==> config.mk <==
export PLATFORM = sky130hd
export DESIGN_NAME = chte_ram
export DESIGN_NICKNAME = d
export VERILOG_FILES = /design/src/design/chte_ram.sv
export SDC_FILE = /design/constraint.sdc
export NUM_CORES = 1
export LEC_CHECK = 0
export BUFFER_PORTS_ARGS = -buffer_cell sky130_fd_sc_hd__buf_2
export CAP_MARGIN = 20
export CELL_PAD_IN_SITES_DETAIL_PLACEMENT = 1
export CELL_PAD_IN_SITES_GLOBAL_PLACEMENT = 2
export CORE_MARGIN = 5
export CORE_UTILIZATION = 48
export CTS_BUF_LIST = sky130_fd_sc_hd__clkbuf_16
export CTS_CLUSTER_SIZE = 24
export DETAILED_ROUTE_END_ITERATION = 10
export PLACE_DENSITY = 0.79
export SLEW_MARGIN = 25
export SYNTH_ARGS = -nofsm -noshare
export SYNTH_HDL_FRONTEND = slang
export SYNTH_SLANG_ARGS = --single-unit
==> constraint.sdc <==
create_clock -name clk -period 2.1 [get_ports clk]
set_clock_uncertainty 0.2 [all_clocks]
set_input_delay 0.21 -clock clk [delete_from_list [all_inputs] [get_ports clk]]
set_output_delay 0.21 -clock clk [all_outputs]
set_load 0.05 [all_outputs]
==> src/design/chte_ram.sv <==
`timescale 1ns / 1ps
`default_nettype none
// ----------------------------------------------------------------------------
// chte_ram
// Generic single-clock RAM: one write port, one read port, read data
// registered and held while no read is issued.
// ----------------------------------------------------------------------------
module chte_ram #(
  parameter int WIDTH = 8,
  parameter int DEPTH = 16
) (
  input  wire logic                                     clk,
  input  wire logic                                     wr_en,
  input  wire logic [((DEPTH > 1) ? $clog2(DEPTH) : 1)-1:0] wr_addr,
  input  wire logic [WIDTH-1:0]                         wr_data,
  input  wire logic                                     rd_en,
  input  wire logic [((DEPTH > 1) ? $clog2(DEPTH) : 1)-1:0] rd_addr,
  output logic      [WIDTH-1:0]                         rd_data
);

  logic [WIDTH-1:0] mem [DEPTH];

  always_ff @(posedge clk) begin
    if (wr_en) begin
      mem[wr_addr] <= wr_data;
    end
    if (rd_en) begin
      rd_data <= mem[rd_addr];
    end
  end

endmodule
`default_nettype wire

==> summary.md <==
| Metric | Value |
|---|---|
| Outcome | complete, no violations |
| DR pass1 iterations | 4 |
| Initial antenna violation count | 0 |
| Via-per-instance ratio | 5.66 |
| Leakage | 2.16 nW |
| P&R area growth vs syn | 21.6% |
| Dominant cell type by area after synthesis | edfxtp_1 |
| CP Data Arrival Time | 1.70 ns |
| Unrepaired setup endpoints after global routing | no |
| Worst r2r src | mem[11][7] |
| Initial DRC Count | 188 |
| Pin slew with the least headroom to its limit | 0.458 ns |
| Mapped Cells | 229 |
| CTS Buf Count | 17 |
| Most common cell after layout, fill and taps aside | edfxtp_1 |
| Final Hold Vio Count | 0 |
| Crit path time final | 1.76 ns |
| Post-CTS Setup Inserts | 0 |
| GRT Resource Usage Total | 0.190 |
| CP startpoint kind | register |
| FP Rows | 38 |
| Post-CTS resize count | 0 |
| Root Driver | clkbuf_16 |
| Initial Utilization | 0.486 |
| First-pass GRT wire length | 17.3 mm |
| Total wire length | 11.0 mm |
| Post-synth cell types | 18 |
| Synth top area cells | edfxtp_1 78%, mux4_2 7.8%, mux4_1 7.0% |
| Core area | 0.0107 mm² |
| Register area | 0.00408 mm² |
| Worst setup EP type | register |
| Critical Path Fanout Max | 1 |
| Min-Delay Endpoint | mem[8][6] |
| Type of the worst min-delay path | in -> reg |
| Largest net degree at the start of global routing | 17 |
| Max VDD drop | 639 µV |
| Clock Path Buffers | 2 |
| Via Count | 2,558 |
| DIE WIDTH | 114 µm |
| Routed WL per cell | 24.3 µm |
| Top-area cell type share of the netlist area | 0.781 |
| Total gr overflow | 0 |
| Reg2reg path depth | 3 |
| Max_slew headroom | 0.695 |
| Die ar. | 0.0131 mm² |
| WP data required | 2.04 ns |
| Die Y | 114 µm |
| DRC | 0 |
| TritonCTS clock tree | done |
| Setup_tns | 0 ns |
| Fmax | 569 MHz |
| Final ANT Viol Nets | 0 |
| Worst hold stages | 3 |
| Reg clk slew, reported paths | 0.06 ns |
| DP HPWL | 7.04 mm |
| Final setup viols | 0 |
| Layout cells sized above 1 | 0.321 |
| Most frequent cells in the layout | 136 x edfxtp_1, 26 x buf_2, 21 x buf_4 |
| Hold wc startpoint | wr_addr[0] |
| Reg-to-Reg End | rd_data[7] |
| Footprint of the multi-input gates | 0.00106 mm² |
| Clk sinks | 136 |
| Syn_nets | 248 |
| I/O Buffers | 26 |
| Pwr/cell area | 979 mW/mm² |
| Setup slack, reg-to-reg | 0.34 ns |
| Vias in the first global route | 2,877 |
| Max cap viols | 0 |
| H-tree Lvls | 4 |
| Final Cycle Share | 0.837 |
| Syn. warnings | 0 |
| Post-Syn Area per Cell | 22.8 µm² |
| Slew Viols, Final | 0 |
| Crit path kind | reg -> reg |
| I/O Pins | 27 |
| Final Wtd Congestion | 0.731 |
| Seq/Total Area, Yosys | 0.781 |
| Hold_ws | 0.176 ns |
| Nets@finish | 318 |
| Ant diodes | 0 |
| Post-synth design cell area | 0.00523 mm² |
| Later-pin clock latency in the skew report | 0.41 ns |
| Seq cells post-synth | 136 |
| # fillers | 941 |
[critical path, cell delays in order (launching register included)]
cell and delay [ns]:
edfxtp_1 0.37, mux4_2 0.49, a22oi_1 0.32, nand2_1 0.12
[final cells by class]
cell class,instances,share of cell area
sequential,136,0.643
multi-input combinational,83,0.166
timing repair buffer,61,0.0752
clock buffer,17,0.0669
tap,140,0.0276
clock inverter,15,0.0215
[where the power goes]
group | switching (mW) | internal [mW]
logic | 0.210 | 0.146
registers | 0.0183 | 3.06
clock network | 1.07 | 1.72
total | 1.30 | 4.93
[through the flow]
stage	util	setup slack [ns]	total power, mW	instance area [µm²]	cells
3_5_place_dp	0.531	0.0998	3.48	5700	411
2_1_floorplan	-	0.197	3.33	5230	229
3_3_place_gp	0.531	0.127	3.47	5700	411
4_1_cts	0.592	0.300	6.28	6360	452
5_1_grt	0.592	0.310	6.45	6360	452
6_report	0.592	0.343	6.22	6360	452
[registers in the layout, summed over array words and instances, names as in the netlist]
register  count
rd_data       8
mem         128
[kinds of logic (layout without fill, tap and decap cells)]
| family | after synthesis | count (layout) | share of synthesized area |
|---|---|---|---|
| buffers and inverters | 10 | 93 | 0.0165 |
| AND/OR/NAND/NOR | 35 | 35 | 0.0314 |
| multiplexers | 32 | 32 | 0.148 |
| flip-flops | 136 | 136 | 0.781 |
| AO/OA/AOI/OAI | 16 | 16 | 0.0230 |
[Yosys cell counts]
library cell     instances
nand2_1                  9
nand3b_1                 2
buf_6                    3
and2b_1                  1
nand3_1                  1
nand2b_1                 2
buf_2                    3
and2_1                   1
nor2_1                  13
mux4_2                  18
mux4_1                  14
clkdlybuf4s25_2          3
buf_4                    1
nor3_1                   4
nor2b_1                  1
a22oi_1                 16
or3b_2                   1
edfxtp_1               136
[how the worst max path moves through the flow]
stage | start | to | slack [ns] | depth (start not counted)
finish | mem[11][7] | rd_data[7] | 0.34 | 3
global route | mem[11][7] | rd_data[7] | 0.31 | 3
CTS | mem[11][7] | rd_data[7] | 0.30 | 3
detailed placement | rd_addr[0] | rd_data[1] | 0.1 | 5
global placement | rd_addr[0] | rd_data[4] | 0.13 | 6
floorplan | wr_addr[2] | mem[0][0] | 0.20 | 2
[metal layers]
layer / vias up / global-route usage / wire length, µm
met5: - / 0 / 0
met4: 0 / 0.0823 / 190
met3: 13 / 0.0470 / 572
met2: 82 / 0.306 / 5580
met1: 1343 / 0.249 / 4620
li1: 1120 / - / -
[timing repair]
| item | CTS | global route |
|---|---|---|
| setup endpoints to repair | 0 | 0 |
| hold buffers | 9 | 0 |
| hold endpoints to repair | 136 | 0 |
No activity file was read; power rests on OpenSTA's default activity.
